===== src/sv/b64e_pkg.sv =====
// Package for the base64 stream encoder: the job type passed from front to back,
// the character constants and the sextet-to-character mapping.
// No dependencies.
`default_nettype none

package b64e_pkg;

  localparam int unsigned JobQueueDepth = 2;

  localparam logic [7:0] PAD_CHAR   = 8'h3D;  // '='
  localparam logic [7:0] CHAR_UPPER = 8'h41;  // 'A'
  localparam logic [7:0] CHAR_LOWER = 8'h61;  // 'a'
  localparam logic [7:0] CHAR_DIGIT = 8'h30;  // '0'
  localparam logic [7:0] CHAR_PLUS  = 8'h2B;  // '+'
  localparam logic [7:0] CHAR_SLASH = 8'h2F;  // '/'

  // One group ready for output: four sextets, which of them print as pad,
  // and whether the group closes the message.
  typedef struct packed {
    logic [3:0][5:0] sextet;
    logic [3:0]      pad;
    logic            msg_end;
  } b64e_job_t;

  // Standard alphabet: A-Z, a-z, 0-9, '+', '/'
  function automatic logic [7:0] sextet_char(input logic [5:0] v);
    logic [7:0] v8;
    logic [7:0] ch;
    v8 = {2'b00, v};
    if (v < 6'd26) begin
      ch = CHAR_UPPER + v8;
    end else if (v < 6'd52) begin
      ch = CHAR_LOWER + (v8 - 8'd26);
    end else if (v < 6'd62) begin
      ch = CHAR_DIGIT + (v8 - 8'd52);
    end else if (v == 6'd62) begin
      ch = CHAR_PLUS;
    end else begin
      ch = CHAR_SLASH;
    end
    return ch;
  endfunction

endpackage

`default_nettype wire


===== src/sv/b64e_if.sv =====
// Stream interfaces of the base64 encoder: raw bytes in, characters out.
// Valid/ready handshake; depends on nothing.
`default_nettype none

interface b64e_in_if;
  logic       valid;
  logic       ready;
  logic [7:0] data_byte;
  logic       final_byte;

  modport source (output valid, output data_byte, output final_byte, input ready);
  modport sink   (input valid, input data_byte, input final_byte, output ready);
endinterface

interface b64e_out_if;
  logic       valid;
  logic       ready;
  logic [7:0] out_char;
  logic       run_last;
  logic       message_end;

  modport source (output valid, output out_char, output run_last, output message_end,
                  input ready);
  modport sink   (input valid, input out_char, input run_last, input message_end,
                  output ready);
endinterface

`default_nettype wire


===== src/sv/b64e_front.sv =====
// Front end: accepts bytes, holds the pending bytes of a group and builds
// one output job per completed or final group. Uses b64e_pkg and b64e_in_if.
`default_nettype none

module b64e_front
  import b64e_pkg::*;
(
  input  wire logic   clk,
  input  wire logic   rst_n,
  b64e_in_if.sink     in_stream,
  input  wire logic   job_space,
  output logic        job_push,
  output b64e_job_t   job_data
);

  logic [15:0] pend_r, pend_nxt;
  logic [1:0]  cnt_r, cnt_nxt;
  logic [1:0]  cnt_eff;
  logic        take;
  logic        emit;
  logic [7:0]  b;
  logic [15:0] pair;

  assign in_stream.ready = job_space;
  assign take            = in_stream.valid && job_space;
  assign b               = in_stream.data_byte;
  assign cnt_eff         = (cnt_r == 2'd3) ? 2'd0 : cnt_r;
  assign emit            = (cnt_eff == 2'd2) || in_stream.final_byte;
  assign pair            = {pend_r[7:0], b};
  assign job_push        = take && emit;

  always_comb begin
    job_data         = '0;
    job_data.msg_end = in_stream.final_byte;
    unique case (cnt_eff)
      2'd2: begin
        job_data.sextet[0] = pend_r[15:10];
        job_data.sextet[1] = {pend_r[9:8], pend_r[7:4]};
        job_data.sextet[2] = {pend_r[3:0], b[7:6]};
        job_data.sextet[3] = b[5:0];
        job_data.pad       = 4'b0000;
      end
      2'd1: begin
        job_data.sextet[0] = pair[15:10];
        job_data.sextet[1] = pair[9:4];
        job_data.sextet[2] = {pair[3:0], 2'b00};
        job_data.pad       = 4'b1000;
      end
      default: begin
        job_data.sextet[0] = b[7:2];
        job_data.sextet[1] = {b[1:0], 4'b0000};
        job_data.pad       = 4'b1100;
      end
    endcase
  end

  always_comb begin
    pend_nxt = pend_r;
    cnt_nxt  = cnt_r;
    if (take) begin
      if (emit) begin
        pend_nxt = '0;
        cnt_nxt  = 2'd0;
      end else begin
        pend_nxt = {pend_r[7:0], b};
        cnt_nxt  = cnt_eff + 2'd1;
      end
    end
  end

  always_ff @(posedge clk) begin
    if (!rst_n) begin
      pend_r <= '0;
      cnt_r  <= 2'd0;
    end else begin
      pend_r <= pend_nxt;
      cnt_r  <= cnt_nxt;
    end
  end

  a_cnt_range: assert property (@(posedge clk) disable iff (!rst_n) cnt_r != 2'd3)
    else $error("pending count out of range");

  a_emit_clears: assert property (@(posedge clk) disable iff (!rst_n)
    job_push |=> (cnt_r == 2'd0 && pend_r == 16'd0))
    else $error("pending bytes not cleared after a group was emitted");

endmodule

`default_nettype wire


===== src/sv/b64e_fifo.sv =====
// Short job queue between front and back end, flip-flop storage.
// Uses b64e_pkg for the job type.
`default_nettype none

module b64e_fifo
  import b64e_pkg::*;
#(
  parameter int unsigned DEPTH = JobQueueDepth
) (
  input  wire logic       clk,
  input  wire logic       rst_n,
  input  wire logic       push,
  input  wire b64e_job_t  push_data,
  output logic            space,
  input  wire logic       pop,
  output logic            avail,
  output b64e_job_t       pop_data
);

  localparam int unsigned PtrW = (DEPTH > 1) ? $clog2(DEPTH) : 1;
  localparam int unsigned CntW = $clog2(DEPTH + 1);

  b64e_job_t           mem_r [DEPTH];
  logic [PtrW-1:0]     wr_ptr_r, wr_ptr_nxt;
  logic [PtrW-1:0]     rd_ptr_r, rd_ptr_nxt;
  logic [CntW-1:0]     count_r, count_nxt;
  logic                do_push, do_pop;

  assign space    = (count_r != CntW'(DEPTH));
  assign avail    = (count_r != '0);
  assign do_push  = push && space;
  assign do_pop   = pop && avail;
  assign pop_data = mem_r[rd_ptr_r];

  always_comb begin
    wr_ptr_nxt = wr_ptr_r;
    rd_ptr_nxt = rd_ptr_r;
    count_nxt  = count_r;
    if (do_push) begin
      wr_ptr_nxt = (wr_ptr_r == PtrW'(DEPTH - 1)) ? '0 : wr_ptr_r + PtrW'(1);
    end
    if (do_pop) begin
      rd_ptr_nxt = (rd_ptr_r == PtrW'(DEPTH - 1)) ? '0 : rd_ptr_r + PtrW'(1);
    end
    if (do_push && !do_pop) begin
      count_nxt = count_r + CntW'(1);
    end else if (do_pop && !do_push) begin
      count_nxt = count_r - CntW'(1);
    end
  end

  always_ff @(posedge clk) begin
    if (do_push) begin
      mem_r[wr_ptr_r] <= push_data;
    end
  end

  always_ff @(posedge clk) begin
    if (!rst_n) begin
      wr_ptr_r <= '0;
      rd_ptr_r <= '0;
      count_r  <= '0;
    end else begin
      wr_ptr_r <= wr_ptr_nxt;
      rd_ptr_r <= rd_ptr_nxt;
      count_r  <= count_nxt;
    end
  end

  a_no_overflow: assert property (@(posedge clk) disable iff (!rst_n)
    !(push && !space))
    else $error("job pushed into a full queue");

endmodule

`default_nettype wire


===== src/sv/b64e_back.sv =====
// Back end: takes one job at a time from the queue and sends its four
// characters through a registered output stage. Uses b64e_pkg and b64e_out_if.
`default_nettype none

module b64e_back
  import b64e_pkg::*;
(
  input  wire logic       clk,
  input  wire logic       rst_n,
  input  wire logic       job_avail,
  input  wire b64e_job_t  job_data,
  output logic            job_pop,
  b64e_out_if.source      out_stream
);

  b64e_job_t  job_r;
  logic       busy_r, busy_nxt;
  logic [1:0] idx_r, idx_nxt;
  logic       out_valid_r, out_valid_nxt;
  logic [7:0] out_char_r;
  logic       run_last_r;
  logic       msg_end_r;
  logic       adv;
  logic       last_char;
  logic       load;
  logic [7:0] cur_char;

  assign adv       = busy_r && (!out_valid_r || out_stream.ready);
  assign last_char = (idx_r == 2'd3);
  assign load      = job_avail && (!busy_r || (adv && last_char));
  assign job_pop   = load;
  assign cur_char  = job_r.pad[idx_r] ? PAD_CHAR : sextet_char(job_r.sextet[idx_r]);

  always_comb begin
    busy_nxt      = busy_r;
    idx_nxt       = idx_r;
    out_valid_nxt = out_valid_r;
    if (adv) begin
      idx_nxt       = idx_r + 2'd1;
      out_valid_nxt = 1'b1;
      if (last_char) begin
        busy_nxt = 1'b0;
      end
    end else if (out_stream.ready) begin
      out_valid_nxt = 1'b0;
    end
    if (load) begin
      busy_nxt = 1'b1;
      idx_nxt  = 2'd0;
    end
  end

  always_ff @(posedge clk) begin
    if (!rst_n) begin
      busy_r      <= 1'b0;
      idx_r       <= 2'd0;
      out_valid_r <= 1'b0;
    end else begin
      busy_r      <= busy_nxt;
      idx_r       <= idx_nxt;
      out_valid_r <= out_valid_nxt;
    end
  end

  // Payload: hold the current job, latch each character as it advances
  always_ff @(posedge clk) begin
    if (load) begin
      job_r <= job_data;
    end
    if (adv) begin
      out_char_r <= cur_char;
      run_last_r <= last_char;
      msg_end_r  <= last_char && job_r.msg_end;
    end
  end

  assign out_stream.valid       = out_valid_r;
  assign out_stream.out_char    = out_char_r;
  assign out_stream.run_last    = run_last_r;
  assign out_stream.message_end = msg_end_r;

  a_end_on_last: assert property (@(posedge clk) disable iff (!rst_n)
    (out_valid_r && msg_end_r) |-> run_last_r)
    else $error("message end flagged on a character that does not close its run");

  a_idx_idle: assert property (@(posedge clk) disable iff (!rst_n)
    !busy_r |=> (idx_r == 2'd0 || $stable(idx_r)))
    else $error("character index moved while no job was active");

endmodule

`default_nettype wire


===== src/sv/base64_stream_encoder_core.sv =====
// Base64 stream encoder (standard alphabet, '=' padding).
//
// in_stream  : one raw byte per request (data_byte) with final_byte set on the
//              last byte of a message. A message holds at least one byte.
// out_stream : one ASCII character per request; run_last marks the last
//              character caused by an input byte, message_end the last character
//              of the whole message.
//
// Bytes one and two of a group are held in the front end and cause no output.
// The third byte, or a final byte, turns the group into a job of four
// characters ('=' padded for a short tail) that enters a job queue of
// JOB_DEPTH entries. The back end drains one character per cycle while the
// receiver is ready, and loads the next job as the last character of a job
// advances; a byte is accepted every cycle while the queue has room.
// With queue and output empty, the job of a completing byte passes through
// the queue storage, the back end's job register, then the output register.
// When the receiver stalls, the output register holds its character, the back
// end stops, the queue fills and in_stream.ready drops.
// Reset clears the pending bytes, the queue and the output valid flag.
`default_nettype none

module base64_stream_encoder_core
  import b64e_pkg::*;
#(
  parameter int unsigned JOB_DEPTH = JobQueueDepth
) (
  input  wire logic    clk,
  input  wire logic    rst_n,
  b64e_in_if.sink      in_stream,
  b64e_out_if.source   out_stream
);

  b64e_job_t push_job;
  b64e_job_t pop_job;
  logic      push;
  logic      space;
  logic      pop;
  logic      avail;

  b64e_front u_front (
    .clk       (clk),
    .rst_n     (rst_n),
    .in_stream (in_stream),
    .job_space (space),
    .job_push  (push),
    .job_data  (push_job)
  );

  b64e_fifo #(
    .DEPTH (JOB_DEPTH)
  ) u_fifo (
    .clk       (clk),
    .rst_n     (rst_n),
    .push      (push),
    .push_data (push_job),
    .space     (space),
    .pop       (pop),
    .avail     (avail),
    .pop_data  (pop_job)
  );

  b64e_back u_back (
    .clk        (clk),
    .rst_n      (rst_n),
    .job_avail  (avail),
    .job_data   (pop_job),
    .job_pop    (pop),
    .out_stream (out_stream)
  );

endmodule

`default_nettype wire


===== src/flat_wrapper.sv =====
// flat-port wrapper written by rule: the top's interface ports become plain ports
module base64_stream_encoder_core_flat import b64e_pkg::*;
#(
  parameter int unsigned JOB_DEPTH = JobQueueDepth
)
  (clk, rst_n, in_stream_valid, in_stream_data_byte, in_stream_final_byte, in_stream_ready, out_stream_valid, out_stream_out_char, out_stream_run_last, out_stream_message_end, out_stream_ready);
  b64e_in_if in_stream_i ();
  b64e_out_if out_stream_i ();
  input  wire logic clk;
  input  wire logic rst_n;
  input wire logic [$bits(in_stream_i.valid)-1:0] in_stream_valid;
  input wire logic [$bits(in_stream_i.data_byte)-1:0] in_stream_data_byte;
  input wire logic [$bits(in_stream_i.final_byte)-1:0] in_stream_final_byte;
  output wire logic [$bits(in_stream_i.ready)-1:0] in_stream_ready;
  output wire logic [$bits(out_stream_i.valid)-1:0] out_stream_valid;
  output wire logic [$bits(out_stream_i.out_char)-1:0] out_stream_out_char;
  output wire logic [$bits(out_stream_i.run_last)-1:0] out_stream_run_last;
  output wire logic [$bits(out_stream_i.message_end)-1:0] out_stream_message_end;
  input wire logic [$bits(out_stream_i.ready)-1:0] out_stream_ready;
  assign in_stream_i.valid = in_stream_valid;
  assign in_stream_i.data_byte = in_stream_data_byte;
  assign in_stream_i.final_byte = in_stream_final_byte;
  assign in_stream_ready = in_stream_i.ready;
  assign out_stream_valid = out_stream_i.valid;
  assign out_stream_out_char = out_stream_i.out_char;
  assign out_stream_run_last = out_stream_i.run_last;
  assign out_stream_message_end = out_stream_i.message_end;
  assign out_stream_i.ready = out_stream_ready;
  base64_stream_encoder_core #(.JOB_DEPTH(JOB_DEPTH)) u_core (.clk(clk), .rst_n(rst_n), .in_stream(in_stream_i), .out_stream(out_stream_i));
endmodule

===== config.mk =====
export PLATFORM = sky130hd
export DESIGN_NAME = base64_stream_encoder_core_flat
export DESIGN_NICKNAME = d
export VERILOG_FILES = /design/src/sv/b64e_pkg.sv /design/src/sv/b64e_if.sv /design/src/sv/b64e_front.sv /design/src/sv/b64e_fifo.sv /design/src/sv/b64e_back.sv /design/src/sv/base64_stream_encoder_core.sv /design/src/flat_wrapper.sv
export SDC_FILE = /design/constraint.sdc
export NUM_CORES = 1
export LEC_CHECK = 0
export ABC_AREA = 1
export BUFFER_PORTS_ARGS = -buffer_cell sky130_fd_sc_hd__buf_2
export CORE_ASPECT_RATIO = 0.5
export CORE_MARGIN = 2
export CORE_UTILIZATION = 40
export DETAILED_ROUTE_END_ITERATION = 16
export PLACE_DENSITY = 0.52
export SYNTH_ARGS = -nofsm -noshare
export SYNTH_HDL_FRONTEND = slang
export SYNTH_SLANG_ARGS = --single-unit

===== constraint.sdc =====
create_clock -name clk -period 6.6 [get_ports clk]
set_clock_uncertainty 0.05 [all_clocks]
set_input_delay 0.66 -clock clk [delete_from_list [all_inputs] [get_ports clk]]
set_output_delay 0.66 -clock clk [all_outputs]
set_load 0.01 [all_outputs]

==> metrics <==
post-synthesis sequential area ratio=about three fifths; wire per inst=about 15 um; top cells by area, synth=edfxtp_1 51%, nand2_1 12%, dfxtp_1 9.7%, nand3_1 3.7%, inv_1 3.2%; CP Capture Type=register; layout cells sized above 1=between 15 and 20%; final antenna-violating net count=0; final hold vios=0; gr ovfl total=0; die area=between 10,000 and 15,000 um2; fillcell total=between 1k and 1.5k; Leak=approximately 2.5 nW; DP Wirelength=about 7500 um; core area=between 10,000 and 15,000 um2; routed wire length=around 11,000 um; CTS tree=done; nets@finish=approximately 600; count leader, synth=nand2_1; EDFF count, synth=91; Clk Tree Root Cell=clkbuf_16; Setup crit start kind=register; Netlist cell types=33; first-pass GRT wire length=about 18,000 um; async set or reset register ratio after synthesis=0%; via/cell ratio=4.83; post-synth top area share=between 50% and 60%; Row Count=29; crit path time final=a little under 3 ns; H-tree Lvls=4; top_reg_cell synth=edfxtp_1; overall routing resource usage=between 10% and 20%; first-pass iteration count of the detailed router=11; Starting Density=41.6%; Peak VDD IR=0.151 mV; hold buffers post-CTS=0; RSZ-0062 raised after global routing=false; HP Class=reg -> reg; Power Total=3.08 mW; final worst path period share=between 40% and 50%; synthesis warning total=0; DRC errors left=1; outcome=finished with violations; die width=167 um; Pins Over Slew Limit=0; Final Setup Violations=0; Synth-to-Final Area Change=16.2%; # Post-CTS Setup Buffers=0; critical path arrival=roughly 3.2 ns; vias=3,591; largest net degree at the start of global routing=32; Crit Path Class=reg -> reg; top post-synthesis cells by count=172 x nand2_1, 91 x edfxtp_1, 45 x inv_1; 1st-iter DRT viols=between 200 and 250; Clock Tree Buf Depth=2; die height=85.7 um; Routability Congestion=a little under 0.8; clk_lat worst skew=just over 0.4 ns; Syn Area/Cell=between 10 and 15 um2; Fmax achieved=between 300 and 400 MHz; power per cell area=497 nW/um2; # port buffers=24; critical-path maximum fanout=18; vias in the first global route=~3.3k; post-CTS sizing=0; Yosys reg bits=roughly 120; Ports=25; Max transition margin=24.4%; post-synthesis net count=between 500 and 600; setup tns final=0 ns; Finished Core Util=~48%; Yosys top cell by area=edfxtp_1; CTS buffer count=17; initial antenna violation count=0; measured slew at the worst slew-check pin=around 1.1 ns; failing checks=design-rule violations; Clock Pin Slew Worst Setup and Hold Paths=around 0.050 ns; Mapped Area=between 5000 and 6000 um2; Post-Syn Instances=roughly 530; Max-cap violations=0; ANT cells=0; clk sink count=117; Req. time, crit path=just under 7 ns
kinds of logic after synthesis:
family	Yosys count	share of synthesized area, %
xor gates and xnor gates	4	0.656
DFF	117	60.9
and+or+nand+nor	259	22.1
adders and majority gates	13	3.04
buffers and inverters	71	5.55
AOI/OAI and AO/OA	68	7.73
worst max-delay path: stages (launching register included):
cell and delay, ns:
dfxtp_1 0.33, inv_1 0.07, ha_1 0.40, nor2_1 0.94, nor2_1 0.20, ha_1 0.38
a21oi_1 0.11, o21ai_0 0.12, o21ai_0 0.16, a21oi_1 0.05
layer usage:
layer	GRT usage [%]	vias to the layer above	part of all wire (%)	wire length [um]
met4	6.25	0	1.2	137
met3	4.20	11	3.9	433
li1	-	1852	-	-
met1	25.2	1669	56	6100
met2	22.1	59	39	4310
met5	0	-	0	0
placed cells by master, fill, tap and decap left out:
cell	Yosys	routed
nand2_1	172	172
edfxtp_1	91	91
inv_1	45	45
nand3_1	40	40
a21oi_1	28	27
dfxtp_1	26	26
buf_2	2	24
clkbuf_16	0	20
nor2_1	17	15
o21ai_0	13	13
ha_1	13	13
nand3_2	9	9
a211oi_1	9	9
nand2_4	8	8
o211ai_1	7	7
nand2_2	7	7
inv_2	6	6
clkbuf_1	11	4
buf_4	0	4
o22ai_1	3	3
o221ai_1	3	3
nor2_4	3	3
xor2_1	3	3
clkbuf_8	1	3
clkinv_2	0	3
a21oi_2	1	2
nor2_2	0	2
nor3_1	2	2
inv_4	1	2
a31oi_1	2	2
clkinv_1	1	1
a21oi_4	1	1
nand4_1	1	1
o21ai_1	1	1
xnor2_1	1	1
inv_6	0	1
metrics by stage:
stage | instances | instance area, um2 | hold WS, ns | worst slack [ns]
floorplan | 532 | 5340 | 0.396 | 3.18
global placement | 712 | 5620 | 0.407 | 3.70
detailed placement | 712 | 5620 | 0.409 | 3.68
CTS | 744 | 6210 | 0.418 | 3.66
global route | 744 | 6210 | 0.439 | 3.24
finish | 744 | 6210 | 0.417 | 3.67
flip-flops by register name (all words and copies together), names as in the netlist:
register and flops:
u_core.u_fifo.mem_r 54, u_core.u_back.job_r 27, u_core.u_front.pend_r 16, u_core.u_back.out_stream.out_char 8
u_core.u_back.idx_r 2, u_core.u_fifo.count_r 2, u_core.u_front.cnt_r 2, u_core.u_back.busy_r 1
u_core.u_back.out_stream.message_end 1, u_core.u_back.out_stream.run_last 1, u_core.u_back.out_stream.valid 1, u_core.u_fifo.rd_ptr_r 1
u_core.u_fifo.wr_ptr_r 1
final timing paths:
kind	from	endpoint	slack (ns)	depth (start not counted)
setup / recovery	u_core.u_front.cnt_r[0]$_SDFFE_PN0P_	u_core.u_fifo.count_r[1]$_SDFFE_PN0P_	3.67	9
hold / removal	u_core.u_front.pend_r[10]$_SDFFE_PN0P_	u_core.u_front.pend_r[10]$_SDFFE_PN0P_	0.42	2
setup reg to reg	u_core.u_front.cnt_r[0]$_SDFFE_PN0P_	u_core.u_fifo.count_r[1]$_SDFFE_PN0P_	3.67	9
hold reg to reg	u_core.u_front.pend_r[10]$_SDFFE_PN0P_	u_core.u_front.pend_r[10]$_SDFFE_PN0P_	0.42	2
area by class of cell:
cell class	count	area, um2	area share (%)
flip-flops and latches	117	3250	52.4
multi-input cells	344	1800	29.0
clock buffers	27	557	8.97
well taps	170	213	3.43
inverters	53	201	3.25
repair buffers	28	150	2.42
clock inverters	5	30.0	0.484
power by group:
group	switching, mW	internal [mW]	total [mW]	leakage (nW)
Sequential	0.0628	1.06	1.12	1.07
Clock	0.323	0.577	0.900	0.293
Combinational	0.728	0.335	1.06	1.18
No activity file was read; power rests on OpenSTA's default activity.
